**src/rtl/stvh_pkg.sv**
```systemverilog
// Shared types, constants and the arctangent step table for the heading block.
// Depends on nothing; imported by every module of the block.
`timescale 1ns / 1ps
`default_nettype none

package stvh_pkg;

	localparam int STEPS     = 20;   // CORDIC iterations
	localparam int VEC_SHIFT = 24;   // vector scaling
	localparam int VEC_W     = 36;   // vector register width
	localparam int Z_W       = 25;   // angle accumulator, 2^-16 degree units
	localparam int ANG_FRAC  = 16;
	localparam int ANG_W     = 23;   // clamped angle, 0..90 degrees
	localparam int PROD_W    = 30;
	localparam int T_W       = 14;   // centidegrees inside one quadrant
	localparam int MAG_W     = 8;
	localparam int QDEPTH    = 4;
	localparam int QPTR_W    = $clog2(QDEPTH);

	localparam logic signed [Z_W-1:0] Z_MAX     = Z_W'(90 * 65536);
	localparam logic [PROD_W-1:0]     CENTI     = PROD_W'(100);
	localparam logic [PROD_W-1:0]     ROUND_ADD = PROD_W'(32768);

	localparam logic [15:0] HEADING_NORTH = 16'd0;
	localparam logic [15:0] HEADING_EAST  = 16'd9000;
	localparam logic [15:0] HEADING_SOUTH = 16'd18000;
	localparam logic [15:0] HEADING_WEST  = 16'd27000;
	localparam logic [15:0] HEADING_FULL  = 16'd36000;

	// Where the stick points; QD_W also covers the origin.
	typedef enum logic [2:0] {
		QD_NE, QD_SE, QD_SW, QD_NW, QD_N, QD_S, QD_E, QD_W
	} stvh_quad_t;

	// One classified word between front and back.
	typedef struct packed {
		stvh_quad_t       quad;
		logic [MAG_W-1:0] opp;
		logic [MAG_W-1:0] adj;
		logic [7:0]       force_val;
	} stvh_item_t;

	// atan(2^-i) in degrees, scaled by 65536 and rounded.
	function automatic logic signed [Z_W-1:0] atan_step(input int i);
		logic signed [Z_W-1:0] r;
		unique case (i)
			0:  r = Z_W'(2949120);
			1:  r = Z_W'(1740967);
			2:  r = Z_W'(919879);
			3:  r = Z_W'(466945);
			4:  r = Z_W'(234379);
			5:  r = Z_W'(117304);
			6:  r = Z_W'(58666);
			7:  r = Z_W'(29335);
			8:  r = Z_W'(14668);
			9:  r = Z_W'(7334);
			10: r = Z_W'(3667);
			11: r = Z_W'(1833);
			12: r = Z_W'(917);
			13: r = Z_W'(458);
			14: r = Z_W'(229);
			15: r = Z_W'(115);
			16: r = Z_W'(57);
			17: r = Z_W'(29);
			18: r = Z_W'(14);
			19: r = Z_W'(7);
			default: r = '0;
		endcase
		return r;
	endfunction

endpackage

`default_nettype wire

```
**src/rtl/stvh_front.sv**
```systemverilog
// Front end: takes stick samples, classifies the direction, picks the CORDIC operands.
// Depends on stvh_pkg.
`timescale 1ns / 1ps
`default_nettype none

module stvh_front (
	input  wire logic              in_valid,
	output logic                   in_stall,
	input  wire logic signed [7:0] x_position,
	input  wire logic signed [7:0] y_position,
	input  wire logic              q_full,
	output logic                   push,
	output stvh_pkg::stvh_item_t   item
);
	import stvh_pkg::*;

	logic             xp, xn, yp, yn;
	logic [MAG_W-1:0] ax, ay;
	logic [8:0]       fsum;
	stvh_quad_t       quad;

	// a word enters whenever the queue has room
	assign in_stall = q_full;
	assign push     = in_valid && !q_full;

	// magnitudes; -128 gives 128 unsigned
	assign ax = x_position[7] ? MAG_W'(-x_position) : MAG_W'(x_position);
	assign ay = y_position[7] ? MAG_W'(-y_position) : MAG_W'(y_position);

	assign xn = x_position[7];
	assign yn = y_position[7];
	assign xp = !xn && (x_position != '0);
	assign yp = !yn && (y_position != '0);

	// direction class, diagonals first, then axes
	always_comb begin
		priority if (xp && yp) begin
			quad = QD_NE;
		end else if (xp && yn) begin
			quad = QD_SE;
		end else if (xn && yn) begin
			quad = QD_SW;
		end else if (xn && yp) begin
			quad = QD_NW;
		end else if (yp) begin
			quad = QD_N;
		end else if (yn) begin
			quad = QD_S;
		end else if (xp) begin
			quad = QD_E;
		end else begin
			quad = QD_W;
		end
	end

	// force with saturation, operands by half plane
	always_comb begin
		fsum           = {1'b0, ax} + {1'b0, ay};
		item.quad      = quad;
		item.force_val = fsum[8] ? 8'hFF : fsum[7:0];
		if (xn) begin
			item.opp = ax;
			item.adj = ay;
		end else begin
			item.opp = ay;
			item.adj = ax;
		end
	end

endmodule

`default_nettype wire

```
**config.mk**
```make
export PLATFORM = sky130hd
export DESIGN_NAME = stvh_front
export DESIGN_NICKNAME = d
export VERILOG_FILES = /design/src/rtl/stvh_pkg.sv /design/src/rtl/stvh_front.sv
export SDC_FILE = /design/constraint.sdc
export NUM_CORES = 1
export LEC_CHECK = 0
export BUFFER_PORTS_ARGS = -buffer_cell sky130_fd_sc_hd__buf_2
export CELL_PAD_IN_SITES_DETAIL_PLACEMENT = 0
export CELL_PAD_IN_SITES_GLOBAL_PLACEMENT = 1
export CORE_MARGIN = 2
export CORE_UTILIZATION = 32
export DETAILED_ROUTE_END_ITERATION = 7
export PLACE_DENSITY_LB_ADDON = 0.1
export SLEW_MARGIN = 10
export SYNTH_ARGS = -nofsm -noshare
export SYNTH_HDL_FRONTEND = slang
export SYNTH_SLANG_ARGS = --single-unit
```
**constraint.sdc**
```tcl
create_clock -name vclk -period 3.28
set_input_delay 0.328 -clock vclk [all_inputs]
set_output_delay 0.328 -clock vclk [all_outputs]
set_load 0.01 [all_outputs]
```
== Yosys cells after proc, flatten, opt, wreduce, memory -nomap -nowiden ==
Index checks and enable logic that the tools add are counted.
Word-level totals
  register bits: 0
  input bits: 18
  word-level logic and storage cells: 26
Operators by class
  add/sub/neg operators: 3
  multiplexer cells: 11
  reduce and logical (&&, ||, !) cells: 12
Operator list (count)
  $mux 8: 3
  $mux 16: 1
  $neg 8->8: 2
  $reduce_bool 8->1: 2
  $mux 3: 4
  $add 8x8->9: 1
  $logic_and 1x1->1: 7
  $mux 2: 2
  $logic_not 1->1: 3
  $mux 1: 1

== Depth between registers and ports, before layout ==
  word-level depth: 9
  depth in mapped cells: 12

== Least setup slack after synthesis ==
No wires, ideal clock.
  path kind: input-to-output
  start point: in x_position[7]
  end point: out item[5] (netlist name)
  arrival: 2.502 ns
  data required time: 2.952 ns
  slack: 0.450 ns
  stages: 11
  buffers on the path: 2
  cells stage by stage: clkbuf_1 > inv_1 > a21oi_1 > xor2_1 > ha_1 > clkbuf_1 > a21o_1 > a21oi_1 > o21ai_0 > a211oi_2 > o2111ai_1
RTL lines
  start, declared: RTL line stvh_front.sv:9  | input wire logic signed [7:0] x_position,
  end, declared: RTL line stvh_front.sv:13  | output stvh_pkg::stvh_item_t item

==> run_results.csv <==
group,metric,value,unit
status,status,"complete, but fails checks",
status,failed_checks,"design-rule violations",
pwr,p_clk_share,0,%
pwr,power_per_cell_area,247,nW/um^2
setup_path,slowest_stage,"o41ai_1",
setup_path,end_kind,"output port",
cells_and_area,drive_above_1_share,30.2,%
die,die-width,58.8,um
global_routing,grt_pass1_vias,1025,
synth,synth.distinct_cells,36,
die,die_h,58.8,um
detailed_routing,drc,4,
synth,yosysSeqAreaShare,0,%
setup_path,required,2.95,ns
placement,io_buffer_count,47,
setup_path,crit_end,"item[5]",
detailed_routing,dr.pass1.iters,6,
min_path,hp-start,"q_full",
synth,syn-mean-instance-area,6.29,um^2
timing,worst_pin_slew,0.483,ns
setup_path,slowest_delay,0.32,ns
pwr,combPwrFrac,100.0,%
synth,synth_xor_area_share,13.4,%
pwr,seqPwrFrac,0,%
timing,holdWs,0.858,ns
detailed_routing,wirelength,2730,um
die,num_rows,19,
setup_path,timing_worst_setup_path_type,"in -> out",
placement,place_area,1240,um^2
placement,gp_congestion,0.812,
min_path,hold_class,"in -> out",
pwr,ir_drop,0.107,mV
cells_and_area,fin_cells,230,
cells_and_area,final_common_cell,"buf_2",
pwr,p_int,133,uW
cells_and_area,area_growth,30.8,%
global_routing,grt_usage,15.1,%
global_routing,grt_max_degree,17,
detailed_routing,drtIter0Drc,53,
timing,fmax,330,MHz
synth,syn_inst,153,
detailed_routing,routed_via_density,5.29,
synth,ys_warn_count,0,
detailed_routing,wire_per_inst,11.9,um
synth,synth-compound-area-share,29.0,%
synth,synth_fa_ha_area_share,15.1,%
placement,hpwl,2350,um
timing,setup_violations,0,
timing,setup_ws,0.246,ns
placement,placedCellCount,229,
global_routing,grt_pass1_wl,4280,um
synth,yosys.area_share.simple,32.5,%
timing,min_period,3.03,ns
timing,timing.final.crit_share,92.5,%
synth,synth_area,962,um^2
die,io-pin-count,47,
cells_and_area,fin_nets,230,
synth,synth_nets,182,
run,max_cap_violations,0,
cells_and_area,insertedDiodeCount,0,
cells_and_area,fillerInstances,334,
timing,slew_violations,0,
cells_and_area,stdcell_area,1260,um^2
die,die_area,3460,um^2
cells_and_area,regArea,0,um^2
timing,finalHoldViolCount,0,
pwr,p_sw_share,57.3,%
die,initial_core_util,34.3,%
setup_path,crit_start,"x_position[0]",
global_routing,grt-ovfl-total,0,
synth,synth_top_family_by_area,"simple AND/OR/NAND/NOR gates",
detailed_routing,final_antenna_net_count,0,
placement,detailedPlace.worstSlack,0.0949,ns
setup_path,cp_cell_sequence,"buf_2 > inv_1 > ha_1 > nand2b_1 > o41ai_1 > xnor2_1 > ha_1 > a21oi_1 > o21ai_0 > a211oi_2 > buf_4 > o2111ai_1 > buf_2",
cells_and_area,layout_common_cells,"buf_2 (47), nor2_1 (32), inv_1 (15)",
pwr,p_switching,178,uW
pwr,leakagePower,0.000649,uW
setup_path,startpoint_type,"input port",
cells_and_area,clock_buffers,0,
die,core_area,2810,um^2
setup_path,worstPathMaxFanout,6,
synth,muxShareOfSynthArea,1.04,%
detailed_routing,vias,1216,
global_routing,antenna_found_initial,0,
timing,slew_headroom,67.6,%
setup_path,cp.arrival,2.71,ns
cells_and_area,seq_cell_count,0,
## cell type report
cell class	instances	area (um^2)	share of cell area (%)
tap	31	38.8	3.08
multi-input combinational	131	883	70.2
timing repair buffer	53	280	22.3
inverter	15	56.3	4.47
## how the worst min path moves through the flow
| stage | slack [ns] | to | depth (start not counted) |
|---|---|---|---|
| 4_1_cts | 0.86 | in_stall | 2 |
| 3_3_place_gp | 0.85 | in_stall | 2 |
| 3_5_place_dp | 0.86 | in_stall | 2 |
| 5_1_grt | 0.88 | in_stall | 2 |
| 2_1_floorplan | 0.70 | push | 1 |
| 6_report | 0.86 | in_stall | 2 |
## worst max-delay path: cells and delay by family
family	cells	cell delay, ns
and+or+nand+nor	1	0.12
adders and majority gates	2	0.50
buffers and inverters	4	0.54
AOI/OAI and AO/OA	5	0.99
xor gates and xnor gates	1	0.20
## power groups by stage
stage	Combinational, uW	Sequential [uW]	Clock (uW)
global placement	310	0	0
CTS	313	0	0
detailed placement	312	0	0
floorplan	201	0	0
global route	347	0	0
finish	311	0	0
## cell families after synthesis
| kind of cell | count (synthesis) |
|---|---|
| AND/OR/NAND/NOR | 67 |
| AO/OA/AOI/OAI | 39 |
| multiplexers | 1 |
| buffers and inverters | 22 |
| XOR/XNOR | 13 |
| adder cells (fa/ha/maj) | 11 |
## routing by layer
layer / global-route usage, % / part of all wire [%]
met5: 0 / 0
met4: 0 / 0
met3: 0.220 / 5.8
met2: 28.1 / 47
met1: 20.7 / 47
## what timing repair did
item | in CTS | in global routing
gates resized for setup | 0 | 1
endpoints found under the setup margin | 0 | 6
setup buffers | 0 | 1
hold endpoints to repair | 0 | 0
hold buffers | 0 | 0
## Yosys cell counts
master	instances	area share [%]
nor2_1	32	12
inv_1	15	5.9
a21oi_1	13	6.8
ha_1	10	13
nand2_1	8	3.1
o21ai_0	8	4.2
xnor2_1	8	7.3
nand2b_1	7	4.6
clkbuf_1	5	2.0
and3_1	4	2.6
nor3_1	4	2.1
nor4_1	4	2.6
nand3_1	3	1.6
nor2b_1	3	2.0
xor2_1	3	2.7
a21o_1	2	1.6
o21ai_1	2	1.0
o31ai_4	2	4.4
o41ai_1	2	1.8
xor2_2	2	3.4
a211oi_2	1	1.3
a21boi_0	1	0.78
a31oi_1	1	0.65
and2_1	1	0.65
and4_1	1	0.91
buf_1	1	0.39
buf_4	1	0.78
fa_1	1	2.1
mux2i_1	1	1.0
o2111ai_1	1	0.91
o211ai_1	1	0.78
o211ai_2	1	1.3
o21bai_1	1	0.78
o22ai_1	1	0.65
o31a_1	1	0.91
o41a_1	1	1.2
## metrics by stage
step / util [%] / setup TNS (ns) / power (uW)
after floorplan: - / 0 / 201
after global placement: 44.3 / 0 / 310
after detailed placement: 44.3 / 0 / 312
after CTS: 44.3 / 0 / 313
after global routing: 44.9 / -0.00365 / 347
final: 44.9 / 0 / 311
No activity file was read; power rests on OpenSTA's default activity.
