===== src/rtl/stvh_pkg.sv =====
// Shared types, constants and the arctangent step table for the heading block.
// Depends on nothing; imported by every module of the block.
`timescale 1ns / 1ps
`default_nettype none

package stvh_pkg;

	localparam int STEPS     = 20;   // CORDIC iterations
	localparam int VEC_SHIFT = 24;   // vector scaling
	localparam int VEC_W     = 36;   // vector register width
	localparam int Z_W       = 25;   // angle accumulator, 2^-16 degree units
	localparam int ANG_FRAC  = 16;
	localparam int ANG_W     = 23;   // clamped angle, 0..90 degrees
	localparam int PROD_W    = 30;
	localparam int T_W       = 14;   // centidegrees inside one quadrant
	localparam int MAG_W     = 8;
	localparam int QDEPTH    = 4;
	localparam int QPTR_W    = $clog2(QDEPTH);

	localparam logic signed [Z_W-1:0] Z_MAX     = Z_W'(90 * 65536);
	localparam logic [PROD_W-1:0]     CENTI     = PROD_W'(100);
	localparam logic [PROD_W-1:0]     ROUND_ADD = PROD_W'(32768);

	localparam logic [15:0] HEADING_NORTH = 16'd0;
	localparam logic [15:0] HEADING_EAST  = 16'd9000;
	localparam logic [15:0] HEADING_SOUTH = 16'd18000;
	localparam logic [15:0] HEADING_WEST  = 16'd27000;
	localparam logic [15:0] HEADING_FULL  = 16'd36000;

	// Where the stick points; QD_W also covers the origin.
	typedef enum logic [2:0] {
		QD_NE, QD_SE, QD_SW, QD_NW, QD_N, QD_S, QD_E, QD_W
	} stvh_quad_t;

	// One classified word between front and back.
	typedef struct packed {
		stvh_quad_t       quad;
		logic [MAG_W-1:0] opp;
		logic [MAG_W-1:0] adj;
		logic [7:0]       force_val;
	} stvh_item_t;

	// atan(2^-i) in degrees, scaled by 65536 and rounded.
	function automatic logic signed [Z_W-1:0] atan_step(input int i);
		logic signed [Z_W-1:0] r;
		unique case (i)
			0:  r = Z_W'(2949120);
			1:  r = Z_W'(1740967);
			2:  r = Z_W'(919879);
			3:  r = Z_W'(466945);
			4:  r = Z_W'(234379);
			5:  r = Z_W'(117304);
			6:  r = Z_W'(58666);
			7:  r = Z_W'(29335);
			8:  r = Z_W'(14668);
			9:  r = Z_W'(7334);
			10: r = Z_W'(3667);
			11: r = Z_W'(1833);
			12: r = Z_W'(917);
			13: r = Z_W'(458);
			14: r = Z_W'(229);
			15: r = Z_W'(115);
			16: r = Z_W'(57);
			17: r = Z_W'(29);
			18: r = Z_W'(14);
			19: r = Z_W'(7);
			default: r = '0;
		endcase
		return r;
	endfunction

endpackage

`default_nettype wire


===== src/rtl/stvh_queue.sv =====
// Short queue of classified words between front and back.
// Depends on stvh_pkg.
`timescale 1ns / 1ps
`default_nettype none

module stvh_queue (
	input  wire logic             clk,
	input  wire logic             arst_n,
	input  wire logic             push,
	input  wire stvh_pkg::stvh_item_t wr_item,
	output logic                  full,
	input  wire logic             pop,
	output logic                  rd_valid,
	output stvh_pkg::stvh_item_t  rd_item
);
	import stvh_pkg::*;

	stvh_item_t          ent_q [QDEPTH];
	logic [QPTR_W-1:0]   wr_ptr_q, rd_ptr_q;
	logic [QPTR_W:0]     cnt_q;

	assign full     = (cnt_q == (QPTR_W+1)'(QDEPTH));
	assign rd_valid = (cnt_q != '0);
	assign rd_item  = ent_q[rd_ptr_q];

	// entry storage
	always_ff @(posedge clk) begin
		if (push) begin
			ent_q[wr_ptr_q] <= wr_item;
		end
	end

	// pointers and fill count
	always_ff @(posedge clk or negedge arst_n) begin
		if (!arst_n) begin
			wr_ptr_q <= '0;
			rd_ptr_q <= '0;
			cnt_q    <= '0;
		end else begin
			if (push) begin
				wr_ptr_q <= wr_ptr_q + 1'b1;
			end
			if (pop) begin
				rd_ptr_q <= rd_ptr_q + 1'b1;
			end
			if (push && !pop) begin
				cnt_q <= cnt_q + 1'b1;
			end else if (pop && !push) begin
				cnt_q <= cnt_q - 1'b1;
			end
		end
	end

endmodule

`default_nettype wire


===== config.mk =====
export PLATFORM = sky130hd
export DESIGN_NAME = stvh_queue
export DESIGN_NICKNAME = d
export VERILOG_FILES = /design/src/rtl/stvh_pkg.sv /design/src/rtl/stvh_queue.sv
export SDC_FILE = /design/constraint.sdc
export NUM_CORES = 1
export LEC_CHECK = 0
export BUFFER_PORTS_ARGS = -buffer_cell sky130_fd_sc_hd__buf_2
export CAP_MARGIN = 0
export CORE_ASPECT_RATIO = 0.9
export CORE_MARGIN = 10
export CORE_UTILIZATION = 50
export DETAILED_ROUTE_END_ITERATION = 6
export PLACE_DENSITY = 0.76
export SETUP_SLACK_MARGIN = 0.05
export SLEW_MARGIN = 10
export SYNTH_ARGS = -nofsm -noshare
export SYNTH_HDL_FRONTEND = slang
export SYNTH_SLANG_ARGS = --single-unit

===== constraint.sdc =====
create_clock -name clk -period 2.3 [get_ports clk]
set_clock_uncertainty 0.05 [all_clocks]
set_input_delay 0.46 -clock clk [delete_from_list [all_inputs] [get_ports clk]]
set_output_delay 0.46 -clock clk [all_outputs]
set_load 0.05 [all_outputs]

Word-level counts from Yosys, hierarchy flattened
Memory sizes are Yosys's and may differ from the RTL's.
Index checks and enable logic that the tools add are counted.
- add/sub/neg operators: 4
- $mul: 0
- div/mod/pow operators: 0
- $lt $le $gt $ge: 0
- equal/unequal tests: 1
- shifts and indexed selects: 0
- muxes and demuxes: 4
- bitwise operators: 0
- reduce and logical (&&, ||, !) cells: 6
- operators with widths (operator ; number):
    $mux W3 ; 2
    $add A2 B1 Y2 const B ; 2
    $add A3 B1 Y3 const B ; 1
    $eq A3 B3 Y1 const B ; 1
    $reduce_bool A3 Y1 ; 1
    $sub A3 B1 Y3 const B ; 1
    $logic_and A1 B1 Y1 ; 2
    $logic_not A1 Y1 ; 2
    $mux W1 ; 2
    $reduce_bool A2 Y1 ; 1
- bits in registers: 7
- latch bits: 0
- bits in writable memories: 108
- memory bits (read-only): 0
- bits of input ports: 31
- output and inout bits: 29
- word-level logic and storage cells: 19
- memories kept: 1
- memory list (name ; words ; bits a word ; rd ports ; clocked after Yosys merged registers in ; write ports ; RTL line ; text):
    ent_q ; 4 ; 27 ; 1 ; 0 ; 1 ; stvh_queue.sv:18 ; stvh_item_t ent_q [QDEPTH];

Longest topological paths before layout
Gate-level depths: netlist of the first run.
- depth in word-level cells: 4
- mapped depth: 7
- depth with buffers taken out: 7

Worst setup path before layout of the first run
OpenSTA, ideal clock, no wires.
- path type: flip-flop to output port
- start: register cnt_q[0]
- end: output full
- data arrival time: 1.594 ns
- data required time: 1.790 ns
- setup slack: 0.196 ns
- cell stages (with the launch flop): 2
- path buffers: 0
- cell sequence: dfrtp_1 nor3b_1
- longest elaborated chain between the ends: 1
- ends and longest elaborated chain (element ; RTL line ; text):
    from (decl) ; stvh_queue.sv:20 ; logic [QPTR_W:0] cnt_q;
    from (signal assigned) ; stvh_queue.sv:47 ; cnt_q <= cnt_q + 1'b1;
    from (signal assigned) ; stvh_queue.sv:49 ; cnt_q <= cnt_q - 1'b1;
    $eq A3 B3 Y1 ; stvh_queue.sv:22 ; assign full = (cnt_q == (QPTR_W+1)'(QDEPTH));
    to (decl) ; stvh_queue.sv:11 ; output logic full,
Every way passes these cells.

==> reports/metrics.cfg, run 1 <==
[outcome]
status=complete, but fails checks
violations=setup timing

[grt]
grt_pass1_vias=2348
grt_pass1_wl_um=13120
antenna_found_initial=1
grt.overflow.total=0
grt_max_degree=24
grt_util_all_layers_pct=13.68

[finish]
fin_nets=300
final_cell_mix=108 x edfxtp_1, 32 x buf_2, 27 x mux4_2, 26 x buf_6, 16 x clkbuf_16
final_common_cell=edfxtp_1
layoutNonFillerInstCount=395
layout-drive-gt1-share_pct=50.36
multi_input_area_um2=814.5
antennaDiodeCount=0
area_delta_synth_final_pct=33.20
fillCellCount=539
seq_area_um2=3421

[timing]
rsz0062_at_grt=true
fin_crit_sh_pct=103.9
relSlewSlack_pct=71.69
max_freq_mhz=418.6
hold_violations=0
fin_tns_setup_ns=-1.567
finalSetupViolCount=27
maxSlewViolCount=0
period_minus_slack_ns=2.389
worst_pin_slew_ns=0.4247
layout_setup_ws_ns=-0.08873

[hold_path]
hold_path_class=in2reg

[clock_network]
clk_pin_slew_ns=0.05
cts_root_buf=clkbuf_8
h-tree-depth=4
insertion_delay_ns=0.50
cts_buffers=17
cts_tree=yes
clockBufferDepth=2
clock_sinks=115

[die]
initial_core_util_pct=50.66
rows=32
dieWidth_um=117.8
fp.coreArea_um2=8488
die_h_um=108.0
ios=60
die_area_um2=12720

[route]
drc=0
drt_iter0_markers=151
firstDrtPassIters=4
vias=2039
wl_per_cell_um=20.67
ant_nets=0
wl_um=8164
viasPerCell=5.162

[power_and_ir_drop]
peakVddDrop_mv=0.7563
p_seq_share_pct=31.7
power_switching_share_pct=34.94
switchingPower_uw=3216
powerDensity_nw_per_um2=1607
p_leak_uw=0.002056
internal-power_uw=5989
p_comb_share_pct=40.3
clkPwrFrac_pct=28.1

[worst_setup_path]
endpoint=rd_item[0]
crit_required_ns=1.79
worstReg2RegStart=wr_ptr_q[0]$_DFFE_PN0P_
arrival_ns=1.88
r2r_cells=4
crit_type=reg2out
cp-start-kind=register
setup.worst_path.start=rd_ptr_q[0]$_DFFE_PN0P_
r2r_slack_ns=0.64
endpoint_kind=output pin
crit_fanout=6
r2r-end=ent_q[0][14]$_DFFE_PP_

[logic_synthesis]
syn_area_per_cell_um2=24.57
synth.distinct_cells=20
yosysWarningCount=0
syn_area_um2=4300
syn_nets=212
synth_area_leaders=edfxtp_1 75%, mux4_2 14%, dfrtp_1 4.1%
syn_inst=175
ys_seq_area_share_pct=79.49
synth_top_area_share_pct=75.41
ys_ff_latch=115
synth.largest_area_cell=edfxtp_1

[run]
cap_violations=0

[placement]
dp_cells=354
port_buffers=59
place_ws_ns=0.3111
gp_congestion=0.7101
hpwl_um=5050

-- through the flow --
step / hold slack [ns] / utilization [%] / power (uW) / area [um^2]
after global placement: 0.2539 / 56.69 / 5868 / 4812
final: 0.1161 / 67.48 / 9205 / 5728
after floorplan: 0.1144 / - / 5198 / 4300
after detailed placement: 0.2590 / 56.69 / 5916 / 4812
after CTS: 0.1017 / 67.48 / 9316 / 5728
after global routing: 0.09863 / 67.48 / 9586 / 5728
-- worst min path at each step --
stage | startpoint | to | slack [ns] | cells past startpoint
final | wr_item[22] | ent_q[0][22]$_DFFE_PP_ | 0.12 | 1
after global routing | wr_item[1] | ent_q[0][1]$_DFFE_PP_ | 0.1 | 1
after CTS | wr_item[18] | ent_q[1][18]$_DFFE_PP_ | 0.10 | 1
after detailed placement | arst_n | cnt_q[2]$_DFFE_PN0P_ | 0.26 | 1
after global placement | arst_n | cnt_q[1]$_DFFE_PN0P_ | 0.25 | 1
after floorplan | arst_n | cnt_q[0]$_DFFE_PN0P_ | 0.11 | 0
-- repair_timing --
item	in CTS	in global routing
endpoints found under the setup margin	27	27
gates cloned	3	0
hold buffers	1	0
pin swaps	0	0
buffers inserted	5	0
gates resized for setup	62	0
endpoints found under the hold margin	7	0
-- logic make-up (layout without fill, tap and decap cells) --
family,Yosys count,in the layout,share of synthesized area (%)
flip-flops,115,115,79.49
AO/OA/AOI/OAI,1,1,0.1163
multiplexers,28,28,14.49
buffers and inverters,10,111,1.600
XOR/XNOR,6,6,1.222
adder cells (fa/ha/maj),6,6,1.920
AND/OR/NAND/NOR,9,9,1.164
-- cell usage after synthesis (all sizes together) --
cell    count
nor2        1
and2        4
ha          5
inv         4
xor2        4
o21ai       1
dfrtp       7
edfxtp    108
fa          1
nand2       2
mux4       27
nor3b       1
mux2        1
buf         6
or3         1
xnor2       2
-- power groups by stage --
stage               Combinational (uW)  Sequential, uW  Clock [uW]
CTS                               3770            2920        2630
detailed placement                2950            2960           0
finish                            3710            2910        2580
floorplan                         2310            2890           0
global placement                  2930            2940           0
global route                      3900            2960        2730
-- per-layer routing --
metal / track usage, % / wire [um] / part of all wire, % / vias up
li1: - / - / - / 912
met3: 5.836 / 460 / 5.6 / 8
met2: 22.11 / 4199 / 51 / 58
met5: 0 / 0 / 0 / -
met1: 15.95 / 3412 / 42 / 1061
met4: 5.820 / 91 / 1.1 / 0
-- critical path: stages (launching register included) --
cell     delay (ns)
dfrtp_2        0.39
buf_12         0.14
buf_16         0.14
mux4_2         0.53
buf_8          0.17
-- cell type report --
| class | count | share of cell area, % |
|---|---|---|
| inverter | 4 | 0.2621 |
| timing repair buffer | 75 | 12.80 |
| clock inverter | 15 | 3.167 |
| multi-input combinational | 50 | 14.22 |
| sequential | 115 | 59.72 |
| tap | 119 | 2.599 |
| clock buffer | 17 | 7.230 |
-- flip-flops by register name (all words and copies together), names as in the netlist --
name	count
wr_ptr_q	2
cnt_q	3
ent_q	108
rd_ptr_q	2
Power figures use the tool's default switching activity.
==> inputs of run 2 (changes only) <==
Settings changed: MAX_ROUTING_LAYER from default to met4, REMOVE_ABC_BUFFERS from default to 1.
==> run 2 against run 1 <==
Combinational power fell by 2%. Sequential cell count did not move. The flow still finishes with violations (setup timing). Sequential power about the same. Core utilization decreased by 0.59 points. Register-to-register slack gained 0.08 ns. Sequential share of layout area grew 0.53 points. Clock power about the same. Critical endpoint is now rd_item[8]. Setup slack better by 0.0094 ns. Design area down 0.87%. Hold slack worse by 0.0070 ns.
==> reports/metrics.cfg, run 2 (synthesized netlist as in run 1, its figures left out) <==
[finish]
layout-drive-gt1-share_pct=48.18
final_cell_mix=108 x edfxtp_1, 32 x buf_2, 27 x mux4_2, 25 x buf_6, 16 x clkbuf_16
final_common_cell=edfxtp_1
reg_top3=ent_q (108), cnt_q (3)
largest_reg_flops=108
finalInstanceArea_um2=5678
post-route-util_pct=66.89
regMostFlops=ent_q
area_delta_synth_final_pct=32.03
layoutNonFillerInstCount=394
fin_nets=300

[worst_setup_path]
path_common_cell=buf_6
r2r_cells=4
cpPeakStageDelay_ns=0.51
arrival_ns=1.87
cp-start-kind=register
crit_fanout=6
crit_required_ns=1.79
endpoint_kind=output pin
crit_slowest_cell=mux4_2
crit_type=reg2out
crit_chain=buf_6, buf_16, mux4_2, buf_6

[timing]
worst_pin_slew_ns=0.3252
finalSetupViolCount=24
relSlewSlack_pct=78.32
layout_setup_ws_ns=-0.07934
maxSlewViolCount=0
period_minus_slack_ns=2.379
rsz0062_at_grt=true
hold_violations=0
fin_crit_sh_pct=103.4
max_freq_mhz=420.3

[grt]
grt_pass1_wl_um=13050
grt_util_all_layers_pct=14.24
grt-busiest-layer=met2
grt_max_degree=24
antenna_found_initial=1
grt_use_met3_pct=5.367
grt_pass1_vias=2315
grt.overflow.total=0
use_met1_pct=15.96
met2_usage_pct=22.87

[route]
firstDrtPassIters=4
drt_iter0_markers=95
wl_per_cell_um=20.52
viasPerCell=5.157
ant_nets=0
vias=2032
drc=0
wl_um=8085

[die]
die_area_um2=12720
dieWidth_um=117.8
die_h_um=108.0
ios=60
initial_core_util_pct=50.66
fp.coreArea_um2=8488
rows=32

[clock_network]
cts_tree=yes
insertion_delay_ns=0.51
clk_pin_slew_ns=0.05
clockBufferDepth=2
h-tree-depth=4
cts_root_buf=clkbuf_8
cts_buffers=17
clock_sinks=115

[outcome]
status=complete, but fails checks
violations=setup timing

[placement]
dp_cells=356
port_buffers=59
placed_area_um2=4810
gp_congestion=0.7246
place_ws_ns=0.3880
hpwl_um=4814

[hold_path]
min_path_cells=2
hold_path_class=in2reg

[power_and_ir_drop]
powerDensity_nw_per_um2=1605
p_leak_uw=0.002047
peakVddDrop_mv=1.174

[run]
cap_violations=0

run 2: area by class of cell:
class | count | area, um^2
fillers | 559 | 2810
flip-flops and latches | 115 | 3421
inverters | 4 | 15.01
clock buffers | 17 | 414.1
well taps | 119 | 148.9
repair buffers | 75 | 699.4
multi-input cells | 50 | 809.5
diodes | 1 | 2.502
clock inverters | 13 | 167.7
run 2: power by group:
group | internal (uW) | total [uW] | switching, uW | leakage [uW]
Sequential | 2760 | 2920 | 159 | 0.00107
Clock | 1720 | 2570 | 850 | 0.000284
Combinational | 1510 | 3630 | 2110 | 0.000691
Total | 6000 | 9120 | 3120 | 0.00205
run 2: timing repair:
item / in CTS / in global routing
resized for setup: 61 / 7
gates cloned: 3 / 0
hold buffers: 1 / 0
buffers inserted: 4 / 2
endpoints found under the hold margin: 7 / 0
endpoints found under the setup margin: 27 / 27
run 2: per-stage QoR:
stage | TNS (ns) | power (uW) | hold slack [ns]
6_report | -1.456 | 9115 | 0.1091
5_1_grt | -3.147 | 9487 | 0.1002
4_1_cts | -2.472 | 9233 | 0.08704
3_5_place_dp | 0 | 5913 | 0.2481
3_3_place_gp | 0 | 5868 | 0.2490
2_1_floorplan | -6.790 | 5105 | 0.1144
run 2: final timing paths:
check,from,end,slack (ns)
max in group asynchronous,arst_n,rd_ptr_q[0]$_DFFE_PN0P_,1.77
worst max-delay path,rd_ptr_q[0]$_DFFE_PN0P_,rd_item[8],-0.08
worst max register to register,wr_ptr_q[0]$_DFFE_PN0P_,ent_q[0][24]$_DFFE_PP_,0.72
min in group asynchronous,arst_n,cnt_q[2]$_DFFE_PN0P_,0.26
worst min-delay path,pop,rd_ptr_q[0]$_DFFE_PN0P_,0.11
worst min register to register,cnt_q[2]$_DFFE_PN0P_,cnt_q[2]$_DFFE_PN0P_,0.44
run 2: critical path, delay by kind of cell (launching register included):
family / cells / cell delay (ns)
muxes: 1 / 0.51
buffers and inverters: 3 / 0.46
DFF: 1 / 0.39
run 2: layer usage:
metal / share of wire, % / routed length, um
met5: 0 / 0
met2: 50 / 4059
met4: 1.2 / 101
met3: 5.1 / 412
met1: 43 / 3511
